[src/design/nplk_pkg.sv]
// Shared types and constants for the nearest point lookup.
// No dependencies.
package nplk_pkg;

    localparam int MAX_ENTRIES = 256;
    localparam int COORD_WIDTH = 16;

    localparam int IDX_W  = $clog2(MAX_ENTRIES);
    localparam int CNT_W  = $clog2(MAX_ENTRIES + 1);
    localparam int DIFF_W = COORD_WIDTH + 1;
    localparam int SQ_W   = 2 * COORD_WIDTH;
    localparam int SUM_W  = SQ_W + 2;
    // distance in whole units is isqrt(sum / 64)
    localparam int RAD_W  = SUM_W - 6;
    localparam int ROOT_W = RAD_W / 2;
    localparam int REM_W  = ROOT_W + 2;

    localparam int MODE_W  = 2;
    localparam int INDEX_W = 8;
    localparam int DIST_W  = 14;

    typedef enum logic [MODE_W-1:0] {
        MODE_CLEAR  = 2'd0,
        MODE_APPEND = 2'd1,
        MODE_QUERY  = 2'd2,
        MODE_UNUSED = 2'd3
    } mode_t;

    typedef enum logic [1:0] {
        CMD_CLEAR,
        CMD_APPEND,
        CMD_QUERY,
        CMD_NOP
    } cmd_t;

    typedef enum logic [1:0] {
        BK_IDLE,
        BK_WALK,
        BK_WAIT
    } back_state_t;

    typedef logic signed [COORD_WIDTH-1:0] coord_t;

    typedef struct packed {
        logic   labelled;
        coord_t x;
        coord_t y;
        coord_t z;
    } entry_t;

    typedef struct packed {
        cmd_t   cmd;
        entry_t pt;
    } cmd_item_t;

    typedef struct packed {
        logic      valid;
        cmd_item_t item;
    } q_head_t;

    typedef struct packed {
        logic             last;
        logic             labelled;
        logic [IDX_W-1:0] idx;
    } tag_t;

endpackage

[src/design/nplk_dist_pipe.sv]
// Distance pipeline: |d| per axis, squares, sum, then one isqrt digit per stage.
// Depends on nplk_pkg.
module nplk_dist_pipe (
    input  logic                          clk,
    input  logic                          rst_n,
    input  logic                          in_valid,
    input  nplk_pkg::tag_t                in_tag,
    input  nplk_pkg::entry_t              in_pt,
    input  nplk_pkg::entry_t              q_pt,
    output logic                          res_valid,
    output nplk_pkg::tag_t                res_tag,
    output logic [nplk_pkg::ROOT_W-1:0]   res_dist
);

    function automatic logic [nplk_pkg::COORD_WIDTH-1:0] abs_diff(
        input nplk_pkg::coord_t a,
        input nplk_pkg::coord_t b
    );
        logic signed [nplk_pkg::DIFF_W-1:0] d;
        d = nplk_pkg::DIFF_W'(a) - nplk_pkg::DIFF_W'(b);
        return d[nplk_pkg::DIFF_W-1] ? nplk_pkg::COORD_WIDTH'(-d)
                                     : nplk_pkg::COORD_WIDTH'(d);
    endfunction

    // stage A: magnitudes
    logic [nplk_pkg::COORD_WIDTH-1:0] mx_reg, my_reg, mz_reg;
    logic                             va_reg;
    nplk_pkg::tag_t                   ta_reg;
    // stage B: squares
    logic [nplk_pkg::SQ_W-1:0]        sx_reg, sy_reg, sz_reg;
    logic                             vb_reg;
    nplk_pkg::tag_t                   tb_reg;
    logic [nplk_pkg::SUM_W-1:0]       sum;

    // isqrt chain; element 0 is the radicand stage
    logic [nplk_pkg::RAD_W-1:0]       rad_s  [nplk_pkg::ROOT_W+1];
    logic                             vld_s  [nplk_pkg::ROOT_W+1];
    nplk_pkg::tag_t                   tag_s  [nplk_pkg::ROOT_W+1];
    logic [nplk_pkg::REM_W-1:0]       rem_s  [1:nplk_pkg::ROOT_W];
    logic [nplk_pkg::ROOT_W-1:0]      root_s [1:nplk_pkg::ROOT_W];

    assign sum = nplk_pkg::SUM_W'(sx_reg) + nplk_pkg::SUM_W'(sy_reg)
               + nplk_pkg::SUM_W'(sz_reg);

    always_ff @(posedge clk or negedge rst_n)
    begin
        if (!rst_n)
        begin
            va_reg   <= 1'b0;
            vb_reg   <= 1'b0;
            vld_s[0] <= 1'b0;
        end
        else
        begin
            va_reg   <= in_valid;
            vb_reg   <= va_reg;
            vld_s[0] <= vb_reg;
        end
    end

    always_ff @(posedge clk)
    begin
        mx_reg   <= abs_diff(in_pt.x, q_pt.x);
        my_reg   <= abs_diff(in_pt.y, q_pt.y);
        mz_reg   <= abs_diff(in_pt.z, q_pt.z);
        ta_reg   <= in_tag;
        sx_reg   <= mx_reg * mx_reg;
        sy_reg   <= my_reg * my_reg;
        sz_reg   <= mz_reg * mz_reg;
        tb_reg   <= ta_reg;
        rad_s[0] <= sum[nplk_pkg::SUM_W-1:6];
        tag_s[0] <= tb_reg;
    end

    for (genvar k = 0; k < nplk_pkg::ROOT_W; k++)
    begin : g_step
        logic [nplk_pkg::REM_W-1:0]  rem_in;
        logic [nplk_pkg::ROOT_W-1:0] root_in;
        logic [nplk_pkg::REM_W+1:0]  cat;
        logic [nplk_pkg::REM_W+1:0]  trial;
        logic                        ge;

        if (k == 0)
        begin : g_first
            assign rem_in  = '0;
            assign root_in = '0;
        end
        else
        begin : g_rest
            assign rem_in  = rem_s[k];
            assign root_in = root_s[k];
        end

        assign cat   = {rem_in, rad_s[k][nplk_pkg::RAD_W-1 -: 2]};
        assign trial = (nplk_pkg::REM_W + 2)'({root_in, 2'b01});
        assign ge    = (cat >= trial);

        always_ff @(posedge clk or negedge rst_n)
        begin
            if (!rst_n)
            begin
                vld_s[k+1] <= 1'b0;
            end
            else
            begin
                vld_s[k+1] <= vld_s[k];
            end
        end

        always_ff @(posedge clk)
        begin
            rad_s[k+1]  <= rad_s[k] << 2;
            rem_s[k+1]  <= ge ? nplk_pkg::REM_W'(cat - trial) : nplk_pkg::REM_W'(cat);
            root_s[k+1] <= {root_in[nplk_pkg::ROOT_W-2:0], ge};
            tag_s[k+1]  <= tag_s[k];
        end
    end

    assign res_valid = vld_s[nplk_pkg::ROOT_W];
    assign res_tag   = tag_s[nplk_pkg::ROOT_W];
    assign res_dist  = root_s[nplk_pkg::ROOT_W];

endmodule

[config.mk]
export PLATFORM = sky130hd
export DESIGN_NAME = nplk_dist_pipe
export DESIGN_NICKNAME = d
export VERILOG_FILES = /design/src/design/nplk_pkg.sv /design/src/design/nplk_dist_pipe.sv
export SDC_FILE = /design/constraint.sdc
export NUM_CORES = 2
export LEC_CHECK = 0
export BUFFER_PORTS_ARGS = -buffer_cell sky130_fd_sc_hd__buf_2
export CAP_MARGIN = 10
export CORE_MARGIN = 4
export CORE_UTILIZATION = 45
export DETAILED_ROUTE_END_ITERATION = 10
export PLACE_DENSITY = 0.64
export SETUP_SLACK_MARGIN = 0.1
export SYNTH_ARGS = -nofsm -noshare
export SYNTH_HDL_FRONTEND = slang
export SYNTH_SLANG_ARGS = --single-unit
[constraint.sdc]
create_clock -name clk -period 11.82 [get_ports clk]
set_input_delay 2.955 -clock clk [delete_from_list [all_inputs] [get_ports clk]]
set_output_delay 2.955 -clock clk [all_outputs]
set_load 0.01 [all_outputs]
==> out/summary.txt <==
CP Data Required Time: 12,390 ps
Synth Instances: 5,074
Hold Vio Cnt, Final: 0
crit path kind: register to register
largest net degree at the start of global routing: 29
RR Endpoint: sy_reg[30]
Reg2Reg Depth: 23
CP Capture Type: register
Worst R2R Setup Slack: 4490 ps
Worst-path clk slew: 70 ps
Via Count: 32,400
max FFs per register: 210
Initial Util: 45.5%
post-cts hold buffer count: 0
main flop type after synthesis: dfxtp_1
Slew Viols, Final: 0
Tot GR Track Use: 16.3%
vias in the first global route: 33,400
Die ar.: 118,000 sq um
final worst slack: 4490 ps
post-route minimum period: 7330 ps
max-cap viol count: 0
Hold WC Path Type: register to register
Top-Level Pins: 136
Die H: 343 microns
die width: 343 microns
CTS max path bufs: 3
overall routed net length: 92,500 microns
RSZ-0062 raised after global routing: false
grt total ovfl: 0
routed vias/inst: 4.79
ant diodes: 0
syn_area_per_cell: 9.94 sq um
WL/cell: 13.7 microns
Area after DPL: 52,700 sq um
Num CTS Buffers: 84
first-pass GRT wire length: 159,000 microns
Synth-to-Final Area Change: 10.4%
worst-path fanout max: 13
setup slack at placement: 4560 ps
antenna-violating nets left: 0
fmax: 0.136 GHz
final setup TNS: 0 ps
Fillers: 10,200
Nets: 6,344
worst skew pair latency: 660 ps
YS warnings: 0
Least-Margin Pin Slew: 1100 ps
Distinct cells, synth: 78
Initial DRT Pass Iterations: 5
hold path depth: 0
run status: completed
Hold EP: rad_s[0][218]
Iter 0 DRT Violations: 1,372
design area: 55,700 sq um
layout cells sized above 1: 6.74%
Rel. slew slack: 26.9%
flops & latches, synth: 832
cell area after synthesis: 50,400 sq um
final setup fails: 0
initial antenna violation count: 1
CTS H-tree lvls: 3
CTS resizes: 0
Async SR Flop Fraction: 2.04%
CORE AREA: 111,000 sq um
number of synthesized flops with an enable pin: 0
post-DP HPWL: 73,800 microns
critical path arrival: 7900 ps
Mapped Nets: 6,208
Port Buf Inserts: 133
DRC: 0
FF-to-FF Start: my_reg[8]
Clk Tree Root Cell: clkbuf_16
period utilisation layout: 62.0%
Rows: 122
CTS tree: done
Layout Skew: 43.8 ps
biggest regs: rad_s x210, rem_s x192, tag_s x150
Seq/Total Area, Yosys: 33.2%
Critical Path Start Type: register
Biggest register: rad_s
Hold Crit Start: rad_s[0][188]
post-CTS setup buffer count: 0
gpl congestion: 0.845
# clock sinks: 832
[cells in the mapped netlist, types with 22 or more instances]
cell	n	area (sq um)
inv_1	984	3690
dfxtp_1	815	16300
fa_1	520	10400
ha_1	503	6290
nand2_1	359	1350
nor2_1	236	886
xnor2_1	227	1990
a21oi_1	176	881
and2_1	149	932
o21ai_0	143	716
xor2_1	101	885
clkbuf_1	80	300
a21o_1	77	578
nor3_1	76	380
o21a_1	60	450
nand3_1	50	250
nor2b_1	47	294
nand2b_1	44	275
or2_2	33	206
nor4_1	28	175
nand4_1	27	169
or3_1	24	150
and3_1	23	144
a211oi_1	22	165
o31ai_1	22	165
[kinds of logic (layout without fill, tap and decap cells)]
group	count (synthesis)	after routing	synth area share (%)
compound gates	647	647	8.24
simple gates	1142	1142	11.1
xor+xnor	331	331	5.79
other cells	1	1	0.00743
mux	22	22	0.476
flops	832	832	33.2
buf+inv	1076	1281	8.08
fa+ha+maj	1023	1023	33.1
[placed cells by master, fill, tap and decap left out, types with 24 or more instances in the layout]
cell	Yosys	layout
inv_1	984	984
dfxtp_1	815	815
fa_1	520	520
ha_1	503	503
nand2_1	359	359
nor2_1	236	236
xnor2_1	227	227
a21oi_1	176	176
and2_1	149	149
o21ai_0	143	143
buf_2	0	133
xor2_1	101	101
clkbuf_16	0	85
a21o_1	77	77
nor3_1	76	76
o21a_1	60	60
nand3_1	50	50
nor2b_1	47	47
nand2b_1	44	44
or2_2	33	33
nor4_1	28	28
nand4_1	27	27
or3_1	24	24
[worst max-delay path, stage by stage, from the launching register on]
cell and delay [ps]:
dfxtp_1 760, inv_1 320, nor2_1 290, inv_1 90, fa_1 400, fa_1 420, inv_1 70, fa_1 440
fa_1 510, fa_1 490, inv_1 50, fa_1 470, inv_1 40, ha_1 360, a21o_1 190, a21oi_1 270
o21ai_0 190, or4_1 420, o21ba_2 240, o211a_1 260, a221oi_1 440, o21ai_0 170, a21oi_1 190, xnor2_1 170
[area by class of cell]
cell class	count	area, sq um	share of cell area (%)
tap	1488	1860	3.34
sequential	832	16700	30.1
timing repair buffer	140	718	1.29
inverter	986	3700	6.65
clock inverter	44	673	1.21
multi-input combinational	3166	29600	53.2
clock buffer	111	2340	4.21
[how the worst max path moves through the flow]
| stage | startpoint | slack [ps] | end | cells past startpoint |
|---|---|---|---|---|
| final | my_reg[8] | 4490 | sy_reg[30] | 23 |
| after global routing | my_reg[8] | 3960 | sy_reg[30] | 23 |
| after CTS | my_reg[8] | 4540 | sy_reg[30] | 23 |
| after detailed placement | my_reg[8] | 4560 | sy_reg[30] | 23 |
| after global placement | my_reg[8] | 4660 | sy_reg[30] | 23 |
| after floorplan | my_reg[4] | 5380 | sy_reg[30] | 23 |
[per-layer routing]
| metal | vias up | track usage, % | routed length [microns] |
|---|---|---|---|
| li1 | 16400 | - | - |
| met1 | 15500 | 20.9 | 41700 |
| met2 | 461 | 28.8 | 45500 |
| met3 | 136 | 2.26 | 3190 |
| met4 | 2 | 4.49 | 2110 |
| met5 | - | 0 | 7 |
[through the flow]
stage | hold slack [ps] | util (%) | std cells
floorplan | 310 | - | 5074
global placement | 310 | 47.4 | 6611
global route | 323 | 50.2 | 6767
finish | 306 | 50.2 | 6767
CTS | 294 | 50.2 | 6766
detailed placement | 312 | 47.4 | 6611
Power is left out: the tool's default activity adds up to more than one toggle a clock period on the data nets, which glitch-free logic cannot reach.
