===== src/design/nplk_pkg.sv =====
// Shared types and constants for the nearest point lookup.
// No dependencies.
package nplk_pkg;

    localparam int MAX_ENTRIES = 256;
    localparam int COORD_WIDTH = 16;

    localparam int IDX_W  = $clog2(MAX_ENTRIES);
    localparam int CNT_W  = $clog2(MAX_ENTRIES + 1);
    localparam int DIFF_W = COORD_WIDTH + 1;
    localparam int SQ_W   = 2 * COORD_WIDTH;
    localparam int SUM_W  = SQ_W + 2;
    // distance in whole units is isqrt(sum / 64)
    localparam int RAD_W  = SUM_W - 6;
    localparam int ROOT_W = RAD_W / 2;
    localparam int REM_W  = ROOT_W + 2;

    localparam int MODE_W  = 2;
    localparam int INDEX_W = 8;
    localparam int DIST_W  = 14;

    typedef enum logic [MODE_W-1:0] {
        MODE_CLEAR  = 2'd0,
        MODE_APPEND = 2'd1,
        MODE_QUERY  = 2'd2,
        MODE_UNUSED = 2'd3
    } mode_t;

    typedef enum logic [1:0] {
        CMD_CLEAR,
        CMD_APPEND,
        CMD_QUERY,
        CMD_NOP
    } cmd_t;

    typedef enum logic [1:0] {
        BK_IDLE,
        BK_WALK,
        BK_WAIT
    } back_state_t;

    typedef logic signed [COORD_WIDTH-1:0] coord_t;

    typedef struct packed {
        logic   labelled;
        coord_t x;
        coord_t y;
        coord_t z;
    } entry_t;

    typedef struct packed {
        cmd_t   cmd;
        entry_t pt;
    } cmd_item_t;

    typedef struct packed {
        logic      valid;
        cmd_item_t item;
    } q_head_t;

    typedef struct packed {
        logic             last;
        logic             labelled;
        logic [IDX_W-1:0] idx;
    } tag_t;

endpackage


===== src/design/nplk_front.sv =====
// Front end: takes transactions, classifies the mode, queues up to two commands.
// Depends on nplk_pkg.
module nplk_front (
    input  logic                        clk,
    input  logic                        rst_n,
    input  logic                        start,
    input  logic [1:0]                  mode,
    input  logic signed [15:0]          coord_x,
    input  logic signed [15:0]          coord_y,
    input  logic signed [15:0]          coord_z,
    input  logic                        has_label,
    output logic                        busy,
    input  logic                        pop,
    output nplk_pkg::q_head_t           head
);

    nplk_pkg::cmd_item_t fifo_mem [2];
    logic                wr_ptr_reg, wr_ptr_next;
    logic                rd_ptr_reg, rd_ptr_next;
    logic [1:0]          count_reg, count_next;
    logic                push;
    logic                do_pop;
    nplk_pkg::cmd_item_t in_item;

    always_comb
    begin
        case (nplk_pkg::mode_t'(mode))
            nplk_pkg::MODE_CLEAR:  in_item.cmd = nplk_pkg::CMD_CLEAR;
            nplk_pkg::MODE_APPEND: in_item.cmd = nplk_pkg::CMD_APPEND;
            nplk_pkg::MODE_QUERY:  in_item.cmd = nplk_pkg::CMD_QUERY;
            default:               in_item.cmd = nplk_pkg::CMD_NOP;
        endcase
        in_item.pt.labelled = has_label;
        in_item.pt.x = nplk_pkg::coord_t'(coord_x);
        in_item.pt.y = nplk_pkg::coord_t'(coord_y);
        in_item.pt.z = nplk_pkg::coord_t'(coord_z);
    end

    assign busy   = (count_reg == 2'd2);
    assign push   = start && !busy;
    assign do_pop = pop && (count_reg != 2'd0);

    assign head.valid = (count_reg != 2'd0);
    assign head.item  = fifo_mem[rd_ptr_reg];

    always_comb
    begin
        wr_ptr_next = push ? ~wr_ptr_reg : wr_ptr_reg;
        rd_ptr_next = do_pop ? ~rd_ptr_reg : rd_ptr_reg;
        count_next  = count_reg + 2'(push) - 2'(do_pop);
    end

    always_ff @(posedge clk or negedge rst_n)
    begin
        if (!rst_n)
        begin
            wr_ptr_reg <= 1'b0;
            rd_ptr_reg <= 1'b0;
            count_reg  <= 2'd0;
        end
        else
        begin
            wr_ptr_reg <= wr_ptr_next;
            rd_ptr_reg <= rd_ptr_next;
            count_reg  <= count_next;
        end
    end

    always_ff @(posedge clk)
    begin
        if (push)
        begin
            fifo_mem[wr_ptr_reg] <= in_item;
        end
    end

endmodule


===== config.mk =====
export PLATFORM = sky130hd
export DESIGN_NAME = nplk_front
export DESIGN_NICKNAME = d
export VERILOG_FILES = /design/src/design/nplk_pkg.sv /design/src/design/nplk_front.sv
export SDC_FILE = /design/constraint.sdc
export NUM_CORES = 1
export LEC_CHECK = 0
export BUFFER_PORTS_ARGS = -buffer_cell sky130_fd_sc_hd__clkbuf_2
export CORE_AREA = 5 5 123 79
export DETAILED_ROUTE_END_ITERATION = 8
export DIE_AREA = 0 0 128 84
export PLACE_DENSITY = 0.81
export SYNTH_ARGS = -nofsm -noshare
export SYNTH_HDL_FRONTEND = slang
export SYNTH_SLANG_ARGS = --single-unit

===== constraint.sdc =====
create_clock -name clk -period 4.1 [get_ports clk]
set_clock_uncertainty 0.2 [all_clocks]
set_input_delay 0.82 -clock clk [delete_from_list [all_inputs] [get_ports clk]]
set_output_delay 0.82 -clock clk [all_outputs]
set_load 0.02 [all_outputs]

==> results.tsv, run 1 <==
stage	metric	value	unit
grt	grt_usage	0.131	
sta	tns	0	ns
job	timing.max_cap.violations	0	
cts	clk_latency	0.33	ns
cts	clock_sinks	106	
sta	fin_ws	1.10	ns
synth	synth.ff_latch_count	106	
sta	max_freq	0.333	GHz
worst_setup_path	cp.arrival	1.98	ns
synth	synth_area	4100	um2
grt	grt_pass1_vias	2127	
grt	grt-ovfl-total	0	
synth	yosys-top-cells-count	102 x edfxtp_1, 49 x mux2_4, 6 x buf_6	
worst_setup_path	cp_num_buf_inv	1	
die	pin_count	108	
sta	hold_violations	0	
synth	synth_edf_count	102	
power_and_ir_drop	p_clk_frac	0.216	
synth	ys.flop_type	edfxtp_1	
worst_setup_path	worstReg2RegStart	count_reg[1]	
power_and_ir_drop	powerDensity	745	nW/um2
routing	drt-pass1-iter-count	4	
grt	grt_first_pass_wirelength	10500	um
worst_setup_path	slowest_delay	1.07	ns
place	placedCellCount	396	
synth	yosys.cell_types.count	16	
routing	via_count	1957	
die	core_region_area	8650	um2
sta	whs	0.0853	ns
grt	antenna_found_initial	0	
routing	ant_nets	0	
cts	ctsHoldBuffers	0	
routing	via_per_inst	4.76	
synth	synth_warnings	0	
die	initial_core_util	0.474	
worst_setup_path	critPathLaunchType	flip-flop	
sta	layout_min_cycle_time	3.00	ns
worst_setup_path	end_kind	output pin	
cells_and_area	syn_to_final_growth	22.4	%
cts	ctsResizeCount	0	
die	die_h	84	um
sta	worstMarginPinSlew	0.967	ns
power_and_ir_drop	p_int	2.55	mW
die	fp-row-count	27	
cts	cts_max_level	3	
sta	slew_headroom	0.356	
synth	synth_area_leader_cell	edfxtp_1	
worst_setup_path	cp_max_fo	52	
power_and_ir_drop	switching_share	0.317	
routing	routed_wl	6700	um
grt	grt_max_degree	53	
sta	setup_viol	0	
worst_setup_path	startpoint	rd_ptr_reg	
cells_and_area	final_nets	348	
power_and_ir_drop	switchingPower	1.18	mW
worst_setup_path	critPathTopFamily	flip-flops	
cts	cts_tree	yes	
sta	slew_viol_final	0	
synth	synthTopCellsByArea	edfxtp_1 75%, mux2_4 18%, dfrtp_1 2.4%	
place	io_buffer_count	107	
worst_setup_path	worstPathRequired	3.08	ns
synth	yosysSeqAreaShare	0.772	
synth	async_reset_ff_frac	0.0377	
min_path	hold_class	input port to asynchronous set/reset pin	
cells_and_area	final_cells	411	
synth	syn_nets	236	
worst_setup_path	crit_chain	mux2_2, clkbuf_2	
cts	post_cts_buffers	0	
synth	synth_cells	179	
power_and_ir_drop	pwr-share-seq	0.452	
routing	drc_errors	0	
place	gp_congestion	0.691	
synth	syn_area_per_cell	22.9	um2
power_and_ir_drop	peakVddDrop	371	uV
worst_setup_path	reg2reg_setup_slack	2.02	ns
cts	clockRootBuffer	clkbuf_16	
power_and_ir_drop	p_leak	2.05	nW
cts	max-clock-path-buffers	2	
cts	cts_buffers	9	
routing	routedWlPerCell	16.3	um
worst_setup_path	cpMaxStageDelayCell	dfrtp_4	
synth	synth.most_common_cell	edfxtp_1	
die	die-area	10800	um2
cells_and_area	layout-drive-gt1-share	0.600	
cells_and_area	largest_reg_flops	102	
run_status	outcome	completed	
sta	rsz0062_at_grt	false	
synth	netlist.area_leader.share	0.747	
cells_and_area	fill_cells	683	
worst_setup_path	worstSetupPathType	flip-flop to output pin	
die	die_w	128	um
cts	path_clk_slew	0.06	ns
cells_and_area	insertedDiodeCount	0	
routing	drtIter0Drc	108	
sta	timing.final.crit_share	0.732	
place	post-place-ws	1.43	ns
power_and_ir_drop	power_frac_comb	0.333	
-- area by class of cell --
class,count,area (um2),share of cell area
multi-input cells,63,862,0.172
clock inverters,5,55.1,0.0110
repair buffers,109,551,0.110
well taps,116,145,0.0289
inverters,2,7.51,0.00150
flip-flops and latches,106,3170,0.631
clock buffers,10,229,0.0456
-- logic make-up after synthesis --
kind of cell	Yosys count	share of synthesized area
muxes	51	0.185
xor gates and xnor gates	4	0.00855
buffers and inverters	10	0.0201
DFF	106	0.772
adders and majority gates	2	0.00610
and+or+nand+nor	6	0.00855
-- through the flow --
stage / area [um2] / total power, mW / utilization
floorplan: 4100 / 2.64 / -
global placement: 4730 / 2.95 / 0.547
detailed placement: 4730 / 2.99 / 0.547
CTS: 5020 / 3.81 / 0.580
global route: 5020 / 3.93 / 0.580
finish: 5020 / 3.74 / 0.580
-- power groups by stage --
stage                     clock (mW)  combinational [mW]  sequential (mW)
after floorplan                    0                1.07             1.57
after global placement             0                1.25             1.70
after detailed placement           0                1.26             1.72
after CTS                      0.838                1.27             1.70
after global routing           0.885                1.32             1.73
final                          0.806                1.24             1.69
-- layer usage --
layer | routed length (um) | GRT usage
met1 | 2720 | 0.152
met2 | 3170 | 0.210
met3 | 754 | 0.0691
met4 | 55 | 0.0405
met5 | 0 | 0
-- worst paths after layout --
kind	endpoint	cells past startpoint
min in group clk	count_reg[1]	1
setup reg to reg	fifo_mem[1][1]	3
setup / recovery	head[0]	2
hold / removal	rd_ptr_reg	1
hold reg to reg	count_reg[1]	1
max in group asynchronous	rd_ptr_reg	1
-- cell usage in the layout, fill, tap and decap left out, drive strengths merged --
| cell type | Yosys | final |
|---|---|---|
| clkinvlp | 0 | 1 |
| xor2 | 1 | 1 |
| or2 | 1 | 1 |
| edfxtp | 102 | 102 |
| clkbuf | 2 | 117 |
| and3 | 1 | 1 |
| nand2 | 1 | 1 |
| ha | 2 | 2 |
| nand2b | 1 | 1 |
| buf | 6 | 2 |
| bufinv | 0 | 1 |
| xnor2 | 3 | 3 |
| nor2 | 1 | 1 |
| dfrtp | 4 | 4 |
| and2 | 1 | 1 |
| clkinv | 0 | 2 |
| inv | 2 | 3 |
| mux2 | 51 | 51 |
(Power assumes the default switching activity.)
==> inputs of run 2 (changes only) <==
clock period = 3.14 ns   (was 4.1 ns; I/O delays follow)
==> run 2 against run 1 <==
Net effect:
- sequential power up 27%
- power increased by 31%
- hold slack gained 0.19 ns
- critical path depth up 1
- via count barely moved
- sequential share of layout area decreased by 0.45 points
- wire length rose by 5.5%
- critical endpoint is now head[40]
==> results.tsv, run 2 (synthesis results as in run 1) <==
stage	metric	value	unit	change
worst_setup_path	r2r_cells	3		unchanged
sta	max_freq	0.361	GHz	
sta	timing.final.crit_share	0.882		
worst_setup_path	slowest_delay	0.84	ns	-0.23 ns
routing	routed_wl	7070	um	+5.5%
die	core_region_area	8650	um2	unchanged
worst_setup_path	crit_chain	buf_12, mux2_4, clkbuf_2		
cells_and_area	largest_reg_flops	102		unchanged
cts	clk_latency	0.34	ns	about the same
cts	cts_buffers	9		unchanged
min_path	hold_depth	1		
worst_setup_path	end_kind	output pin		
cts	ctsResizeCount	0		unchanged
sta	fin_ws	0.369	ns	-0.729 ns
sta	slew_headroom	0.547		+0.191
worst_setup_path	cp.arrival	1.94	ns	-0.04 ns
job	timing.max_cap.violations	0		unchanged
grt	grt_pass1_vias	2204		+3.6%
grt	grt_max_degree	34		-36%
sta	layout_min_cycle_time	2.77	ns	
routing	drt-pass1-iter-count	4		unchanged
cts	clockRootBuffer	clkbuf_16		
die	die_h	84	um	unchanged
cells_and_area	insertedDiodeCount	0		unchanged
cts	path_clk_slew	0.07	ns	about the same
sta	slew_viol_final	0		unchanged
cts	max-clock-path-buffers	2		unchanged
grt	antenna_found_initial	0		unchanged
power_and_ir_drop	powerDensity	966	nW/um2	+30%
die	initial_core_util	0.474		unchanged
worst_setup_path	reg2reg_to	fifo_mem[1][31]		
worst_setup_path	critPathLaunchType	flip-flop		
worst_setup_path	cpMaxStageDelayCell	dfrtp_4		
place	io_buffer_count	107		unchanged
power_and_ir_drop	p_leak	2.06	nW	+0.52%
routing	drc_errors	0		unchanged
worst_setup_path	reg2reg_setup_slack	1.18	ns	-0.84 ns
min_path	hold_end	fifo_mem[0][14]		
worst_setup_path	worstSetupPathType	flip-flop to output pin		
routing	drtIter0Drc	96		-11%
power_and_ir_drop	peakVddDrop	578	uV	+56%
sta	setup_viol	0		unchanged
min_path	hold_class	input port to flip-flop		
die	fp-row-count	27		unchanged
cells_and_area	final_common_cell	clkbuf_2		
grt	grt_first_pass_wirelength	11200	um	+7.3%
run_status	outcome	completed		
routing	via_per_inst	4.71		-1.0%
routing	ant_nets	0		unchanged
cells_and_area	syn_to_final_growth	23.3	%	
worst_setup_path	worstReg2RegStart	count_reg[1]		
place	gp_congestion	0.724		+4.7%
cells_and_area	final_nets	351		+0.86%
sta	tns	0	ns	unchanged
routing	routedWlPerCell	17.0	um	+4.5%
cts	clock_sinks	106		unchanged
worst_setup_path	cp_max_fo	33		-37%
cells_and_area	fin_util	0.584		+0.00419
grt	grt_usage	0.139		+0.00881
sta	hold_violations	0		unchanged
sta	worstMarginPinSlew	0.680	ns	-0.286 ns
routing	via_count	1956		-0.051%
cts	cts_tree	yes		
die	pin_count	108		unchanged
cells_and_area	layout-drive-gt1-share	0.605		+0.00535
worst_setup_path	worstPathRequired	2.31	ns	-0.77 ns
sta	rsz0062_at_grt	false		
grt	grt-ovfl-total	0		unchanged
place	dpl.hpwl	4860	um	
cells_and_area	layout_common_cells	107 x clkbuf_2, 102 x edfxtp_1, 49 x mux2_4, 9 x clkbuf_16		
die	die_w	128	um	unchanged
cts	cts_max_level	3		unchanged
min_path	hp-start	coord_z[14]		
place	post-place-ws	0.706	ns	-0.723 ns
die	die-area	10800	um2	unchanged
run 2: cell types whose count changed in the layout (fill, tap and decap cells not counted):
cell and change:
clkinv_2 +1, buf_12 +2, bufinv_16 -1, dlygate4sd3_1 +1, clkinv_1 -1, clkinvlp_4 +2
run 2: worst max-delay path, delay by kind of cell, from the launching register on:
family   cells  cell delay (ns)
mux          1             0.32
flops        1             0.84
buf+inv      2             0.44
run 2: metal layers:
layer,up-vias,wire length [um],track usage
met2,78,3420,0.224
met3,11,693,0.0684
li1,924,-,-
met1,943,2860,0.163
met5,-,0,0
met4,0,93,0.0491
run 2: worst max path at each step:
stage,startpoint,end,slack [ns],depth (start not counted)
global route,rd_ptr_reg,head[33],0.29,3
floorplan,start,fifo_mem[0][0],0.47,2
global placement,rd_ptr_reg,head[3],0.71,3
finish,rd_ptr_reg,head[40],0.37,3
CTS,rd_ptr_reg,head[33],0.33,3
detailed placement,rd_ptr_reg,head[33],0.71,3
run 2: area by class of cell:
class                           instances  area [um2]
Fill cell                             685        3600
Sequential cell                       106        3170
Multi-Input combinational cell         63         862
Timing Repair Buffer                  112         601
Clock buffer                           10         229
Tap cell                              116         145
Clock inverter                          6        41.3
Inverter                                2        7.51
run 2: metrics by stage:
stage / cell area [um2] / power (mW) / hold slack [ns] / instances
finish: 5050 / 4.88 / 0.276 / 415
global route: 5050 / 5.13 / 0.257 / 415
CTS: 5050 / 4.95 / 0.262 / 415
detailed placement: 4770 / 3.93 / 0.244 / 398
global placement: 4770 / 3.89 / 0.239 / 398
floorplan: 4100 / 3.44 / 0.132 / 179
run 2: timing repair:
item	in CTS	in global routing
hold endpoints to repair	4	0
hold buffers	1	0
buffers inserted	0	0
run 2: power breakdown:
group	switching (mW)	internal (mW)	total [mW]
clock network	0.473	0.537	1.01
registers	0.206	1.94	2.15
logic	0.914	0.810	1.72
==> inputs of run 3 (changes only) <==
REMOVE_ABC_BUFFERS = 1   (was unset)
==> run 3 against run 2 <==
Net effect:
- wire length decreased by 3.5%
- critical endpoint is now head[17]
- maximum frequency increased by 3.1%
- cell count did not move
- largest power group unchanged
- core utilization increased by 0.072 points
- clock-buffer cell count decreased by 1
- first-iteration DRC count is 17% higher
- flip-flop and latch count is the same
- power about the same
- hold slack worse by 0.0027 ns
- worst setup slack improved by 0.083 ns
==> results.tsv, run 3 (synthesis results as in run 1) <==
stage	metric	value	unit	change
grt	grt_usage	0.132		-0.00703
worst_setup_path	cp.arrival	1.86	ns	-0.08 ns
place	dpl.hpwl	4860	um	about the same
cts	cts_max_level	3		unchanged
sta	slew_viol_final	0		unchanged
sta	layout_min_cycle_time	2.69	ns	-0.0825 ns
grt	grt-ovfl-total	0		unchanged
min_path	hold_class	input port to flip-flop		
worst_setup_path	crit_cells	3		unchanged
cts	clock_sinks	106		unchanged
sta	worstMarginPinSlew	0.537	ns	-0.143 ns
die	pin_count	108		unchanged
grt	grt_pass1_vias	2124		-3.6%
power_and_ir_drop	powerDensity	965	nW/um2	about the same
die	die_h	84	um	unchanged
sta	slew_headroom	0.642		+0.0954
sta	timing.final.crit_share	0.856		-0.0263
worst_setup_path	worstReg2RegStart	count_reg[1]		
cells_and_area	largest_reg_flops	102		unchanged
worst_setup_path	end_kind	output pin		
worst_setup_path	critPathTopFamily	flip-flops		
cells_and_area	layout_common_cells	107 x clkbuf_2, 102 x edfxtp_1, 49 x mux2_4, 9 x clkbuf_16		
job	timing.max_cap.violations	0		unchanged
die	initial_core_util	0.474		unchanged
sta	fin_ws	0.452	ns	+0.0825 ns
sta	whs	0.273	ns	-0.00271 ns
cts	ctsResizeCount	0		unchanged
routing	routedWlPerCell	16.4	um	-3.5%
routing	drc_errors	0		unchanged
cells_and_area	final_nets	351		unchanged
routing	via_count	1968		+0.61%
place	place_area	4770	um2	unchanged
cts	cts_tree	yes		
die	die-area	10800	um2	unchanged
sta	setup_viol	0		unchanged
worst_setup_path	startpoint	rd_ptr_reg		
worst_setup_path	reg2reg_setup_slack	1.24	ns	+0.06 ns
power_and_ir_drop	peakVddDrop	642	uV	+11%
cells_and_area	fill_cells	699		+2.0%
die	fp-row-count	27		unchanged
sta	rsz0062_at_grt	false		
place	io_buffer_count	107		unchanged
min_path	hp-start	coord_z[11]		
routing	drtIter0Drc	112		+17%
cts	clockRootBuffer	clkbuf_16		
worst_setup_path	worstPathRequired	2.31	ns	about the same
routing	via_per_inst	4.74		+0.61%
routing	ant_nets	0		unchanged
sta	tns	0	ns	unchanged
worst_setup_path	r2r_cells	7		+4
cells_and_area	fin_util	0.585		+0.000724
routing	drt-pass1-iter-count	4		unchanged
die	core_region_area	8650	um2	unchanged
worst_setup_path	reg2reg_to	count_reg[1]		
cells_and_area	layout-drive-gt1-share	0.605		unchanged
worst_setup_path	crit_chain	buf_12, mux2_4, clkbuf_2		
power_and_ir_drop	p_leak	2.07	nW	+0.45%
cts	path_clk_slew	0.07	ns	about the same
sta	hold_violations	0		unchanged
worst_setup_path	cpMaxStageDelayCell	dfrtp_4		
cts	max-clock-path-buffers	2		unchanged
cells_and_area	final_area	5060	um2	+0.12%
cells_and_area	insertedDiodeCount	0		unchanged
die	die_w	128	um	unchanged
grt	antenna_found_initial	0		unchanged
grt	grt_first_pass_wirelength	10600	um	-5.5%
worst_setup_path	cp_num_buf_inv	2		unchanged
cells_and_area	syn_to_final_growth	23.4	%	
cts	cts_buffers	9		unchanged
worst_setup_path	cp_max_fo	31		-6.1%
place	gp_congestion	0.722		-0.23%
routing	routed_wl	6820	um	-3.5%
worst_setup_path	worstSetupPathType	flip-flop to output pin		
place	post-place-ws	0.803	ns	+0.0970 ns
cts	clk_latency	0.34	ns	about the same
sta	max_freq	0.372	GHz	+3.1%
cells_and_area	final_common_cell	clkbuf_2		
grt	grt_max_degree	32		-5.9%
worst_setup_path	slowest_delay	0.69	ns	-0.15 ns
worst_setup_path	critPathLaunchType	flip-flop		
worst_setup_path	crit_path_end	head[17]		
run_status	outcome	completed		
-- run 3: cell types whose count changed in the layout (fill, tap and decap cells not counted) --
| cell | before | now |
|---|---|---|
| clkinvlp_4 | 3 | 1 |
| inv_6 | 1 | 3 |
| clkbuf_1 | 1 | 0 |
| clkinv_1 | 0 | 1 |
| clkinv_2 | 2 | 1 |
| clkinv_4 | 0 | 1 |
-- run 3: worst min-delay path by stage --
stage,slack [ns],end,depth (start not counted)
after CTS,0.26,fifo_mem[1][46],1
after floorplan,0.13,count_reg[0],0
after detailed placement,0.25,count_reg[0],1
after global placement,0.24,count_reg[0],1
after global routing,0.25,fifo_mem[1][41],1
final,0.27,fifo_mem[0][11],1
-- run 3: layer usage --
layer / wire [um] / global-route usage / part of all wire
met4: 91 / 0.0491 / 0.013
met1: 2890 / 0.163 / 0.42
met3: 688 / 0.0614 / 0.10
met5: 0 / 0 / 0
met2: 3160 / 0.205 / 0.46
-- run 3: final cells by class --
cell class                      instances  area [um2]  area share
Multi-Input combinational cell         63         862       0.170
Inverter                                2        7.51     0.00148
Clock buffer                            9         225      0.0445
Sequential cell                       106        3170       0.626
Clock inverter                          7        51.3      0.0101
Tap cell                              116         145      0.0287
Timing Repair Buffer                  112         601       0.119
-- run 3: through the flow --
| stage | std cells | total power, mW |
|---|---|---|
| after global routing | 415 | 5.12 |
| after CTS | 415 | 4.96 |
| final | 415 | 4.88 |
| after detailed placement | 398 | 3.92 |
| after global placement | 398 | 3.89 |
| after floorplan | 171 | 3.42 |
-- run 3: where the power goes --
group,total (mW),internal [mW],switching (mW)
Combinational,1.76,0.809,0.947
Clock,1.03,0.543,0.483
Sequential,2.10,1.94,0.161
-- run 3: repair_timing --
action,CTS,global route
endpoints found under the hold margin,4,0
hold buffers,1,0
buffers inserted,0,0
